### src/sv/fssc_pkg.sv
// Package for the frame, subframe and slot counter.
// Holds widths, constants, stage structures and the small divide-by-ten helper.
// Has no dependencies; the counter modules and the testbench import it.
package fssc_pkg;

	localparam int FRAME_BITS    = 32;
	localparam int ABS_W         = 41;
	localparam int QUOT_W        = 29;
	localparam int SUM_W         = 33;
	localparam logic [2:0] MAX_NUMEROLOGY = 3'd5;
	localparam logic [3:0] SUBFRAMES      = 4'd10;
	localparam logic [31:0] RECIP10       = 32'hCCCCCCCD;

	localparam logic OP_ADVANCE = 1'b0;
	localparam logic OP_LOAD    = 1'b1;

	typedef struct packed {
		logic        opcode;
		logic [31:0] slot_count;
		logic [63:0] load_encoding;
		logic [63:0] probe_encoding;
		logic [7:0]  sym_start;
	} item_t;

	typedef struct packed {
		logic                  opcode;
		logic [4:0]            cnt_lo;
		logic [3:0]            cnt_hi_lsb;
		logic [QUOT_W-1:0]     cnt_quot;
		logic [FRAME_BITS-1:0] ld_frame;
		logic [3:0]            ld_sub;
		logic [4:0]            ld_slot;
		logic                  refused;
		logic                  mismatch;
		logic [FRAME_BITS-1:0] pr_frame;
		logic [7:0]            pr_sub;
		logic [7:0]            pr_slot;
		logic [7:0]            sym_start;
	} dec_t;

	typedef struct packed {
		logic [FRAME_BITS-1:0] frame;
		logic [3:0]            sub;
		logic [4:0]            slot;
	} ctr_t;

	typedef struct packed {
		ctr_t                  ctr;
		logic                  refused;
		logic                  mismatch;
		logic [FRAME_BITS-1:0] pr_frame;
		logic [7:0]            pr_sub;
		logic [7:0]            pr_slot;
		logic [7:0]            sym_start;
	} post_t;

	typedef struct packed {
		logic [31:0]      frame_number;
		logic [3:0]       subframe_number;
		logic [4:0]       slot_number;
		logic [ABS_W-1:0] absolute_slot;
		logic [63:0]      time_encoding;
		logic             is_before_probe;
		logic             equals_probe;
		logic             numerology_mismatch;
		logic             load_refused;
	} res_t;

	typedef struct packed {
		logic [3:0] q;
		logic [3:0] r;
	} qr_t;

	// Quotient and remainder by ten for values up to 127, by reciprocal.
	function automatic qr_t div10_small(input logic [6:0] s);
		logic [14:0] p;
		qr_t         res;
		p     = 15'(s) * 15'd205;
		res.q = p[14:11];
		res.r = 4'(7'(s) - 7'(res.q) * 7'(SUBFRAMES));
		return res;
	endfunction

endpackage

### src/sv/fssc_in_if.sv
// Input channel of the counter: valid, ready and one item.
// Depends on fssc_pkg for nothing but shares its field widths.
interface fssc_in_if;
	logic        valid;
	logic        ready;
	logic        opcode;
	logic [31:0] slot_count;
	logic [63:0] load_encoding;
	logic [63:0] probe_encoding;
	logic [7:0]  sym_start;

	modport source (output valid, opcode, slot_count, load_encoding, probe_encoding,
		sym_start, input ready);
	modport sink (input valid, opcode, slot_count, load_encoding, probe_encoding,
		sym_start, output ready);
endinterface

### src/sv/fssc_out_if.sv
// Result channel of the counter: valid, ready and one result.
// Field widths follow fssc_pkg.
interface fssc_out_if;
	logic        valid;
	logic        ready;
	logic [31:0] frame_number;
	logic [3:0]  subframe_number;
	logic [4:0]  slot_number;
	logic [40:0] absolute_slot;
	logic [63:0] time_encoding;
	logic        is_before_probe;
	logic        equals_probe;
	logic        numerology_mismatch;
	logic        load_refused;

	modport source (output valid, frame_number, subframe_number, slot_number,
		absolute_slot, time_encoding, is_before_probe, equals_probe,
		numerology_mismatch, load_refused, input ready);
	modport sink (input valid, frame_number, subframe_number, slot_number,
		absolute_slot, time_encoding, is_before_probe, equals_probe,
		numerology_mismatch, load_refused, output ready);
endinterface

### src/sv/frame_subframe_slot_counter.sv
// Frame, subframe and slot counter with mixed-radix advance and encoded load.
// Four register stages: item_s1, dec_s2, post_s3 and res_s4; results leave from res_s4.
// One item per cycle unless results stall; the counter registers step in the second stage.
// Result stalls hold full stages with no bubble ahead; items enter while any stage has room.
// Asynchronous active-low reset clears the counter to zero and numerology to zero.
// Depends on fssc_pkg, fssc_in_if, fssc_out_if, fssc_prep, fssc_advance, fssc_report.
module frame_subframe_slot_counter (
	input  logic       clk,
	input  logic       arst_n,
	input  logic       cfg_we,
	input  logic [2:0] cfg_wdata,
	fssc_in_if.sink    items,
	fssc_out_if.source results
);
	import fssc_pkg::*;

	logic [2:0] num_q;
	logic [2:0] num;
	logic       v_s1, v_s2, v_s3, v_s4;
	logic       rdy1, rdy2, rdy3, rdy4;
	item_t      item_in;
	item_t      item_s1;
	dec_t       dec_c;
	dec_t       dec_s2;
	ctr_t       ctr_nxt;
	post_t      post_s3;
	res_t       res_c;
	res_t       res_s4;

	// Values six and seven behave as five.
	assign num = (num_q > MAX_NUMEROLOGY) ? MAX_NUMEROLOGY : num_q;

	assign rdy4 = !v_s4 || results.ready;
	assign rdy3 = !v_s3 || rdy4;
	assign rdy2 = !v_s2 || rdy3;
	assign rdy1 = !v_s1 || rdy2;
	assign items.ready = rdy1;

	assign item_in.opcode         = items.opcode;
	assign item_in.slot_count     = items.slot_count;
	assign item_in.load_encoding  = items.load_encoding;
	assign item_in.probe_encoding = items.probe_encoding;
	assign item_in.sym_start      = items.sym_start;

	always_ff @(posedge clk or negedge arst_n) begin
		if (!arst_n) begin
			num_q <= '0;
			v_s1  <= 1'b0;
			v_s2  <= 1'b0;
			v_s3  <= 1'b0;
			v_s4  <= 1'b0;
		end else begin
			if (cfg_we) begin
				num_q <= cfg_wdata;
			end
			if (rdy1) begin
				v_s1 <= items.valid;
			end
			if (rdy2) begin
				v_s2 <= v_s1;
			end
			if (rdy3) begin
				v_s3 <= v_s2;
			end
			if (rdy4) begin
				v_s4 <= v_s3;
			end
		end
	end

	always_ff @(posedge clk) begin
		if (items.valid && rdy1) begin
			item_s1 <= item_in;
		end
		if (v_s1 && rdy2) begin
			dec_s2 <= dec_c;
		end
		if (v_s2 && rdy3) begin
			post_s3.ctr       <= ctr_nxt;
			post_s3.refused   <= dec_s2.refused;
			post_s3.mismatch  <= dec_s2.mismatch;
			post_s3.pr_frame  <= dec_s2.pr_frame;
			post_s3.pr_sub    <= dec_s2.pr_sub;
			post_s3.pr_slot   <= dec_s2.pr_slot;
			post_s3.sym_start <= dec_s2.sym_start;
		end
		if (v_s3 && rdy4) begin
			res_s4 <= res_c;
		end
	end

	fssc_prep u_prep (
		.item (item_s1),
		.num  (num),
		.dec  (dec_c)
	);

	// The counter steps only when its transfer into the third stage takes place.
	fssc_advance u_advance (
		.clk    (clk),
		.arst_n (arst_n),
		.en     (v_s2 && rdy3),
		.num    (num),
		.dec    (dec_s2),
		.nxt    (ctr_nxt)
	);

	fssc_report u_report (
		.post (post_s3),
		.num  (num),
		.res  (res_c)
	);

	assign results.valid               = v_s4;
	assign results.frame_number        = res_s4.frame_number;
	assign results.subframe_number     = res_s4.subframe_number;
	assign results.slot_number         = res_s4.slot_number;
	assign results.absolute_slot       = res_s4.absolute_slot;
	assign results.time_encoding       = res_s4.time_encoding;
	assign results.is_before_probe     = res_s4.is_before_probe;
	assign results.equals_probe        = res_s4.equals_probe;
	assign results.numerology_mismatch = res_s4.numerology_mismatch;
	assign results.load_refused        = res_s4.load_refused;
endmodule

### src/sv/fssc_prep.sv
// First stage: splits the slot count and decodes the load and probe encodings.
// Uses fssc_pkg; independent of the counter state.
module fssc_prep (
	input  fssc_pkg::item_t item,
	input  logic [2:0]      num,
	output fssc_pkg::dec_t  dec
);
	import fssc_pkg::*;

	logic [31:0] cnt_hi;
	logic [63:0] prod;
	logic [4:0]  mask;
	logic [8:0]  spsf;
	logic [7:0]  ld_sub_b;
	logic [7:0]  ld_slot_b;

	assign spsf   = 9'd1 << num;
	assign mask   = 5'(spsf - 9'd1);
	assign cnt_hi = item.slot_count >> num;
	// Quotient by ten of a 32-bit value is exact with this reciprocal and shift.
	assign prod   = 64'(cnt_hi) * 64'(RECIP10);

	assign ld_sub_b  = item.load_encoding[31:24];
	assign ld_slot_b = item.load_encoding[23:16];

	always_comb begin
		dec.opcode     = item.opcode;
		dec.cnt_lo     = item.slot_count[4:0] & mask;
		dec.cnt_hi_lsb = cnt_hi[3:0];
		dec.cnt_quot   = prod[63:35];
		dec.ld_frame   = item.load_encoding[32 +: FRAME_BITS];
		dec.ld_sub     = ld_sub_b[3:0];
		dec.ld_slot    = ld_slot_b[4:0];
		dec.refused    = (item.opcode == OP_LOAD) &&
			((ld_sub_b >= 8'(SUBFRAMES)) || ({1'b0, ld_slot_b} >= spsf));
		dec.mismatch   = (item.probe_encoding[15:8] != 8'(num)) ||
			((item.opcode == OP_LOAD) && (item.load_encoding[15:8] != 8'(num)));
		dec.pr_frame   = item.probe_encoding[32 +: FRAME_BITS];
		dec.pr_sub     = item.probe_encoding[31:24];
		dec.pr_slot    = item.probe_encoding[23:16];
		dec.sym_start  = item.sym_start;
	end
endmodule

### src/sv/fssc_advance.sv
// Second stage: holds the frame, subframe and slot registers and steps them.
// Uses fssc_pkg for the stage structures and div10_small.
module fssc_advance (
	input  logic           clk,
	input  logic           arst_n,
	input  logic           en,
	input  logic [2:0]     num,
	input  fssc_pkg::dec_t dec,
	output fssc_pkg::ctr_t nxt
);
	import fssc_pkg::*;

	ctr_t       ctr_q;
	logic [5:0] lo_sum;
	logic [5:0] carry;
	logic [4:0] mask;
	logic [3:0] rem_hi;
	logic [3:0] ten_q;
	logic [6:0] sub_sum;
	qr_t        qr;

	assign mask   = 5'((6'd1 << num) - 6'd1);
	assign lo_sum = {1'b0, ctr_q.slot} + {1'b0, dec.cnt_lo};
	assign carry  = lo_sum >> num;
	// Low four bits of ten times the quotient are enough for the remainder.
	assign ten_q  = 4'({dec.cnt_quot[0], 3'b000} + {dec.cnt_quot[2:0], 1'b0});
	assign rem_hi = dec.cnt_hi_lsb - ten_q;
	assign sub_sum = 7'(ctr_q.sub) + 7'(rem_hi) + 7'(carry);
	assign qr     = div10_small(sub_sum);

	always_comb begin
		nxt = ctr_q;
		if (dec.opcode == OP_ADVANCE) begin
			nxt.slot  = lo_sum[4:0] & mask;
			nxt.sub   = qr.r;
			nxt.frame = FRAME_BITS'(SUM_W'(ctr_q.frame) + SUM_W'(dec.cnt_quot) +
				SUM_W'(qr.q));
		end else if (!dec.refused) begin
			nxt.frame = dec.ld_frame;
			nxt.sub   = dec.ld_sub;
			nxt.slot  = dec.ld_slot;
		end
	end

	always_ff @(posedge clk or negedge arst_n) begin
		if (!arst_n) begin
			ctr_q <= '0;
		end else if (en) begin
			ctr_q <= nxt;
		end
	end
endmodule

### src/sv/fssc_report.sv
// Third stage: forms the absolute slot, the encoding and the probe comparisons.
// Uses fssc_pkg for the stage and result structures.
module fssc_report (
	input  fssc_pkg::post_t post,
	input  logic [2:0]      num,
	output fssc_pkg::res_t  res
);
	import fssc_pkg::*;

	logic [ABS_W-1:0] f_w;
	logic [ABS_W-1:0] base;
	logic             f_eq;
	logic             sf_eq;
	logic             sl_eq;

	assign f_w   = ABS_W'(post.ctr.frame);
	assign base  = (f_w << 3) + (f_w << 1) + ABS_W'(post.ctr.sub);
	assign f_eq  = post.ctr.frame == post.pr_frame;
	assign sf_eq = {4'b0, post.ctr.sub} == post.pr_sub;
	assign sl_eq = {3'b0, post.ctr.slot} == post.pr_slot;

	always_comb begin
		res.frame_number     = 32'(post.ctr.frame);
		res.subframe_number  = post.ctr.sub;
		res.slot_number      = post.ctr.slot;
		res.absolute_slot    = (base << num) + ABS_W'(post.ctr.slot);
		res.time_encoding    = {32'(post.ctr.frame), 4'b0, post.ctr.sub, 3'b0,
			post.ctr.slot, 5'b0, num, post.sym_start};
		res.is_before_probe  = (post.ctr.frame < post.pr_frame) ||
			(f_eq && ({4'b0, post.ctr.sub} < post.pr_sub)) ||
			(f_eq && sf_eq && ({3'b0, post.ctr.slot} < post.pr_slot));
		res.equals_probe        = f_eq && sf_eq && sl_eq;
		res.numerology_mismatch = post.mismatch;
		res.load_refused        = post.refused;
	end
endmodule

### src/flat_wrapper.sv
// flat-port wrapper written by rule: the top's interface ports become plain ports
module frame_subframe_slot_counter_flat import fssc_pkg::*;
  (clk, arst_n, cfg_we, cfg_wdata, items_valid, items_opcode, items_slot_count, items_load_encoding, items_probe_encoding, items_sym_start, items_ready, results_valid, results_frame_number, results_subframe_number, results_slot_number, results_absolute_slot, results_time_encoding, results_is_before_probe, results_equals_probe, results_numerology_mismatch, results_load_refused, results_ready);
  fssc_in_if items_i ();
  fssc_out_if results_i ();
  input  logic clk;
  input  logic arst_n;
  input  logic cfg_we;
  input  logic [2:0] cfg_wdata;
  input wire logic [$bits(items_i.valid)-1:0] items_valid;
  input wire logic [$bits(items_i.opcode)-1:0] items_opcode;
  input wire logic [$bits(items_i.slot_count)-1:0] items_slot_count;
  input wire logic [$bits(items_i.load_encoding)-1:0] items_load_encoding;
  input wire logic [$bits(items_i.probe_encoding)-1:0] items_probe_encoding;
  input wire logic [$bits(items_i.sym_start)-1:0] items_sym_start;
  output wire logic [$bits(items_i.ready)-1:0] items_ready;
  output wire logic [$bits(results_i.valid)-1:0] results_valid;
  output wire logic [$bits(results_i.frame_number)-1:0] results_frame_number;
  output wire logic [$bits(results_i.subframe_number)-1:0] results_subframe_number;
  output wire logic [$bits(results_i.slot_number)-1:0] results_slot_number;
  output wire logic [$bits(results_i.absolute_slot)-1:0] results_absolute_slot;
  output wire logic [$bits(results_i.time_encoding)-1:0] results_time_encoding;
  output wire logic [$bits(results_i.is_before_probe)-1:0] results_is_before_probe;
  output wire logic [$bits(results_i.equals_probe)-1:0] results_equals_probe;
  output wire logic [$bits(results_i.numerology_mismatch)-1:0] results_numerology_mismatch;
  output wire logic [$bits(results_i.load_refused)-1:0] results_load_refused;
  input wire logic [$bits(results_i.ready)-1:0] results_ready;
  assign items_i.valid = items_valid;
  assign items_i.opcode = items_opcode;
  assign items_i.slot_count = items_slot_count;
  assign items_i.load_encoding = items_load_encoding;
  assign items_i.probe_encoding = items_probe_encoding;
  assign items_i.sym_start = items_sym_start;
  assign items_ready = items_i.ready;
  assign results_valid = results_i.valid;
  assign results_frame_number = results_i.frame_number;
  assign results_subframe_number = results_i.subframe_number;
  assign results_slot_number = results_i.slot_number;
  assign results_absolute_slot = results_i.absolute_slot;
  assign results_time_encoding = results_i.time_encoding;
  assign results_is_before_probe = results_i.is_before_probe;
  assign results_equals_probe = results_i.equals_probe;
  assign results_numerology_mismatch = results_i.numerology_mismatch;
  assign results_load_refused = results_i.load_refused;
  assign results_i.ready = results_ready;
  frame_subframe_slot_counter u_core (.clk(clk), .arst_n(arst_n), .cfg_we(cfg_we), .cfg_wdata(cfg_wdata), .items(items_i), .results(results_i));
endmodule
### config.mk
export PLATFORM = sky130hd
export DESIGN_NAME = frame_subframe_slot_counter_flat
export DESIGN_NICKNAME = d
export VERILOG_FILES = /design/src/sv/fssc_pkg.sv /design/src/sv/fssc_in_if.sv /design/src/sv/fssc_out_if.sv /design/src/sv/frame_subframe_slot_counter.sv /design/src/sv/fssc_prep.sv /design/src/sv/fssc_advance.sv /design/src/sv/fssc_report.sv /design/src/flat_wrapper.sv
export SDC_FILE = /design/constraint.sdc
export NUM_CORES = 2
export LEC_CHECK = 0
export BUFFER_PORTS_ARGS = -buffer_cell sky130_fd_sc_hd__buf_2
export CORE_MARGIN = 2
export CORE_UTILIZATION = 50
export DETAILED_ROUTE_END_ITERATION = 8
export PLACE_DENSITY = 0.73
export SLEW_MARGIN = 20
export SYNTH_ARGS = -nofsm -noshare
export SYNTH_HDL_FRONTEND = slang
export SYNTH_SLANG_ARGS = --single-unit
export TNS_END_PERCENT = 100
### constraint.sdc
create_clock -name clk -period 11.9 [get_ports clk]
set_input_delay 1.19 -clock clk [delete_from_list [all_inputs] [get_ports clk]]
set_output_delay 1.19 -clock clk [all_outputs]
set_load 0.05 [all_outputs]
After elaboration in Yosys (flattened, before gate mapping)
Cells that the tools add are included.
{"block": "word_totals", "register_bits": 592, "in_bits": 177, "output_inout_bits": 152, "word_cells": 103}
{"block": "op_classes", "add_sub_neg": 13, "mul": 3, "order_cmp": 6, "eq_ne": 5, "n_shift": 5, "muxes": 3, "bitwise_logic": 2, "reduce_logical": 22}
{"op": "41-bit two-way mux", "n": 2}
{"op": "32-bit by 32-bit multiplier with 64-bit output, second input constant", "n": 1}
{"op": "41-bit by 5-bit adder with 41-bit output", "n": 1}
{"op": "37-bit by 3-bit << shifter with 41-bit output", "n": 1}
{"op": "36-bit by 4-bit adder with 37-bit output", "n": 1}
{"op": "35-bit by 33-bit adder with 36-bit output", "n": 1}
{"op": "32-bit by 29-bit adder with 32-bit output", "n": 1}
{"op": "32-bit by 4-bit adder with 32-bit output", "n": 1}
{"op": "32-bit == test", "n": 1}
{"op": "32-bit < comparator", "n": 1}
{"op": "32-bit by 3-bit >> shifter with 32-bit output", "n": 1}
{"op": "8-bit by 3-bit inequality test with 1-bit output", "n": 2}
{"op": "7-bit by 8-bit multiplier with 15-bit output, second input constant", "n": 1}
{"op": "5-bit bitwise AND", "n": 2}
{"op": "1-bit logical AND", "n": 10}
{"op": "5-bit by 1-bit subtractor with 5-bit output, second input constant", "n": 2}
{"op": "8-bit by 9-bit greater-or-equal comparator with 1-bit output", "n": 1}
{"op": "1-bit by 3-bit << shifter with 9-bit output, first input constant", "n": 1}
{"op": "4-bit by 8-bit == test with 1-bit output", "n": 1}
{"op": "5-bit by 8-bit == test with 1-bit output", "n": 1}
{"op": "8-bit by 4-bit greater-or-equal comparator with 1-bit output, second input constant", "n": 1}
{"op": "1-bit logical OR", "n": 8}
{"op": "4-bit by 8-bit < comparator with 1-bit output", "n": 1}
{"op": "5-bit by 8-bit < comparator with 1-bit output", "n": 1}
{"op": "other kinds (11)", "n": 15}

Longest topological paths before layout
{"block": "depth", "depth_word": 8, "depth_mapped": 55, "ltp_nobuf": 53}

By module
Synthesis repeated with hierarchy kept, for this count alone.
{"block": "unflattened", "cells_unflattened": 4363, "hier_area_um2": 49765.2}
{"mod": "fssc_prep", "n_inst": 1, "cells_per_inst": 2039, "area_each_um2": 19286.0, "seq_area_each_um2": 0.0}
{"mod": "frame_subframe_slot_counter", "n_inst": 1, "cells_per_inst": 581, "area_each_um2": 17006.3, "seq_area_each_um2": 16871.2}
{"mod": "fssc_report", "n_inst": 1, "cells_per_inst": 1014, "area_each_um2": 7198.2, "seq_area_each_um2": 0.0}
{"mod": "fssc_advance", "n_inst": 1, "cells_per_inst": 729, "area_each_um2": 6274.8, "seq_area_each_um2": 1026.0}

Worst setup path after synthesis
Ideal clock, no wire load.
{"block": "synth_timing", "path_kind": "flip-flop to flip-flop", "start": "register u_core.num_q[2]", "end": "register u_core.post_s3[98] (netlist name) (data pin)", "setup_ns": 0.262, "arrival_time_ns": 10.914, "required_ns": 11.638, "path_slack_ns": 0.725, "stages_incl_launch_ff": 55, "path_buffers": 6, "synth_period_minus_slack_ns": 11.175, "path_cell_list": "dfrtp_1 buf_2 a21oi_1 clkbuf_1 clkbuf_1 clkbuf_1 buf_1 clkbuf_1 nor2_1 a21oi_1 nor2_1 a21oi_1 fa_1 inv_1 ha_1 inv_1 fa_1 inv_1 (+19 left out) inv_1 a21oi_1 xor2_1 fa_1 inv_1 ha_1 nor2b_1 o21ai_0 a21boi_0 o21ai_0 a211oi_1 o311ai_0 nand2_1 o221a_2 o31a_1 o31ai_1 a2111oi_0 nand3b_1"}
{"element": "from (decl)", "line_no": "frame_subframe_slot_counter.sv:17", "rtl": "logic [2:0] num_q;"}
{"element": "from (signal assigned)", "line_no": "frame_subframe_slot_counter.sv:54", "rtl": "num_q <= cfg_wdata;"}
{"element": "to (decl)", "line_no": "frame_subframe_slot_counter.sv:26", "rtl": "post_t post_s3;"}

==> key figures <==
Setup path
  – CP Launch Type: flop
  – CP max stage delay: 0.53 ns
  – Reg2reg start: u_core.u_advance.ctr_q[0]
  – Critical path fanouts, max: 4
  – Cell mode on critical path: inv_1
  – Worst r2r path cells: slightly above 50
  – R2R setup slack: roughly 0.94 ns
  – CP endpoint kind: flop
  – Worst EP required: 12.27 ns
  – Slowest CP cell: fa_1
  – Critical path arrival: 11.32 ns
  – WP buf/inv: 8
  – Critical path type: reg -> reg
  – R2r endpoint: u_core.post_s3[97]
  – Critical path's top delay family: adder cells

Timing
  – Crit share post-route: between 90 and 100%
  – Slew @ Worst Pin: 0.998 ns
  – Rel. slew slack: about a third
  – TNS Setup: 0 ns
  – Setup Skew: 0.0276 ns
  – Clock period minus final worst setup slack: 10.96 ns
  – Final hold violations: 0
  – Final setup fails: 0
  – RSZ-0062 raised after global routing: no
  – Final Max Slew Viols: 0
  – Max frequency: between 0.09 and 0.1 GHz

Die
  – Area of the die: roughly 0.093 sq mm
  – Core area: around 0.090 sq mm
  – IO Pins: between 300 and 400
  – DIE HEIGHT: a little over 300 um
  – Die width: ~300 um
  – Starting Density: 50.4%
  – Site Rows: 110

Cells and area
  – Register area: 0.0158 sq mm
  – P&R area growth vs syn: 10.3%
  – Multi-input gate area: roughly 0.026 sq mm
  – Post-layout nets: about 5,500
  – Filler cells: between 7,000 and 8,000
  – Share of cells above drive strength 1: between 10% and 20%

Yosys
  – Sequential fraction of the synthesis area: 34.9%
  – Netlist area before placement: 0.0453 sq mm
  – Synth top area cells: edfxtp_1 (32%), fa_1 (19%), ha_1 (15%)
  – Area leader, netlist: edfxtp_1
  – Netlist cell types: about 110
  – Cells after synthesis: roughly 4,000
  – Synthesis-stage register bit count: 535
  – Avg Synthesized Cell Area: between 10 and 15 sq um
  – Async S/R FF share, synth: 8.97%
  – Ys flop type: edfxtp_1
  – Post-synth EDFFs: a little under 500
  – Synth top area share: approximately 32%
  – YS warnings: 0

Clocking
  – Hold buffer count at cts: 0
  – Reg clk slew, reported paths: roughly 0.06 ns
  – CTS Sinks: approximately 540
  – Longest Clk Path Bufs: 3
  – Inserted Clock Buffers: between 50 and 60
  – Worst skew pair latency: ~0.67 ns
  – CTS tree: done
  – Clock root cell: clkbuf_16
  – H-tree depth: 2

Global route
  – Initial antenna violation count: 5
  – Total GRT Usage: 26.3%
  – Largest net degree at the start of global routing: 82
  – Vias in the first global route: around 32,000
  – Total gr overflow: 0
  – First-pass GRT wire length: ~190,000 um

Route
  – Router iterations before antenna repair: 6
  – Residual DRC: 0
  – Final wirelength: approximately 120,000 um
  – Drt wl/cell: 21.8 um
  – DRT iter0 DRCs: 2,387
  – Via count: between 30,000 and 40,000
  – Vias per cell: around 5.6
  – Post-route ant nets: 0

Min path
  – Min-delay src: u_core.item_s1[28]
  – Hold endpoint: u_core.dec_s2[12]
  – Hold Crit Class: reg -> reg
  – Hold Path Cell Cnt: 0

Place
  – Detailed Place HPWL: around 100,000 um
  – Final Wtd Congestion: 0.965
  – Port buffer count: 300

Job
  – Max_cap viols: 0

Status
  – Status: completed
cell families after synthesis:
kind of cell | after synthesis | synth area share [%]
adders and majority gates | 991 | 34.6
and+or+nand+nor | 681 | 7.36
DFF | 535 | 34.9
xor gates and xnor gates | 138 | 2.67
muxes | 93 | 2.20
other | 2 | 0.0166
AOI/OAI and AO/OA | 691 | 10.2
buffers and inverters | 906 | 8.05
cell usage in the layout (no fill, tap or decap), types with 14 or more instances in the layout:
cell type  synthesis  final
inv_1            751    750
ha_1             553    553
edfxtp_1         487    487
fa_1             438    438
buf_2             15    300
nand2_1          243    243
a21oi_1          217    214
nor2_1           142    142
o21ai_0          116    115
xnor2_1           83     83
a21o_1            82     82
mux2i_1           67     67
clkbuf_16          0     58
buf_4             55     57
nand3_1           55     55
xor2_1            55     55
dfrtp_1           48     46
nor3_1            37     37
nand4_1           33     33
nor2b_1           33     32
o211ai_1          30     30
nand2b_1          28     28
a211oi_1          28     28
o21a_1            27     27
mux2_2            23     23
o22ai_1           17     17
a31oi_1           16     16
and3_1            16     16
clkinv_1           2     15
o21bai_1          15     15
and2_1            16     14
or3_1             14     14
conb_1             2     14
routing by layer:
metal	routed length (um)	track usage, %	vias up
met5	26	0	-
met2	58300	44.1	1102
met3	8830	5.16	205
met1	50200	34.9	15300
li1	-	-	14300
met4	3440	7.15	4
cell usage after synthesis, drive strengths merged (14+ instances only):
cell type	n
mux2	23
edfxtp	487
nor2b	33
a21oi	220
nand2	244
o21bai	15
buf	93
inv	752
o21ai	121
o31ai	14
and2	18
a211oi	32
clkbuf	59
fa	438
and3	16
a21o	82
nand3	57
o22ai	17
ha	553
nor4	14
xor2	55
nand2b	28
nor2	142
o21a	27
dfrtp	48
o211ai	30
mux2i	67
nor3	38
a31oi	17
or3	15
nand4	35
xnor2	83
worst reg2reg max path: cells and delay by family (launching register included):
kind	cells	cell delay, ns
flip-flops	1	0.40
buffers and inverters	8	0.52
XOR/XNOR	5	1.16
AO/OA/AOI/OAI	21	3.86
adder cells (fa/ha/maj)	11	4.02
AND/OR/NAND/NOR	6	0.73
how the worst max path moves through the flow:
stage	start	endpoint	slack, ns	depth (start not counted)
6_report	u_core.u_advance.ctr_q[0]	u_core.post_s3[97]	0.94	51
5_1_grt	u_core.u_advance.ctr_q[0]	u_core.post_s3[98]	0.03	53
4_1_cts	u_core.u_advance.ctr_q[0]	u_core.post_s3[98]	0.39	53
3_5_place_dp	u_core.u_advance.ctr_q[0]	u_core.post_s3[98]	0.41	53
3_3_place_gp	u_core.u_advance.ctr_q[0]	u_core.u_advance.ctr_q[38]	0.54	53
2_1_floorplan	u_core.num_q[2]	u_core.post_s3[98]	0.72	54
final cells by class:
type / instances / share of cell area [%]
Sequential cell: 535 / 31.7
Timing Repair Buffer: 357 / 3.86
Tap cell: 1176 / 2.94
Inverter: 754 / 5.67
Clock inverter: 46 / 1.01
Clock buffer: 64 / 2.99
Multi-Input combinational cell: 2608 / 51.9
Antenna cell: 1 / 0.00500
metrics by stage:
stage / hold slack [ns] / area [sq um] / utilization, % / std cells / worst slack, ns
6_report: 0.403 / 50000 / 55.6 / 5541 / 0.942
3_5_place_dp: 0.405 / 48000 / 53.4 / 5430 / 0.412
5_1_grt: 0.404 / 50000 / 55.6 / 5540 / 0.0294
2_1_floorplan: 0.400 / 45400 / - / 4049 / 0.725
4_1_cts: 0.400 / 50000 / 55.6 / 5540 / 0.387
3_3_place_gp: 0.400 / 48000 / 53.4 / 5430 / 0.539
sequential cells by signal, indices dropped and copies added (netlist names):
| signal | cells |
|---|---|
| u_core.v_s3 | 1 |
| u_core.u_advance.ctr_q | 41 |
| u_core.results.time_encoding | 13 |
| u_core.results.load_refused | 1 |
| u_core.results.slot_number | 4 |
| u_core.v_s2 | 1 |
| u_core.results.absolute_slot | 41 |
| u_core.results.valid | 1 |
| u_core.results.numerology_mismatch | 1 |
| u_core.post_s3 | 99 |
| u_core.results.subframe_number | 3 |
| u_core.dec_s2 | 138 |
| u_core.results.equals_probe | 1 |
| u_core.item_s1 | 153 |
| u_core.results.is_before_probe | 1 |
| u_core.results.frame_number | 32 |
| u_core.v_s1 | 1 |
| u_core.num_q | 3 |
what timing repair did:
item,CTS,global route
setup endpoints to repair,0,15
resized for setup,0,7
buffers inserted,0,0
Power is left out: the tool's default activity adds up to more than one toggle a clock period on the data nets, which glitch-free logic cannot reach.
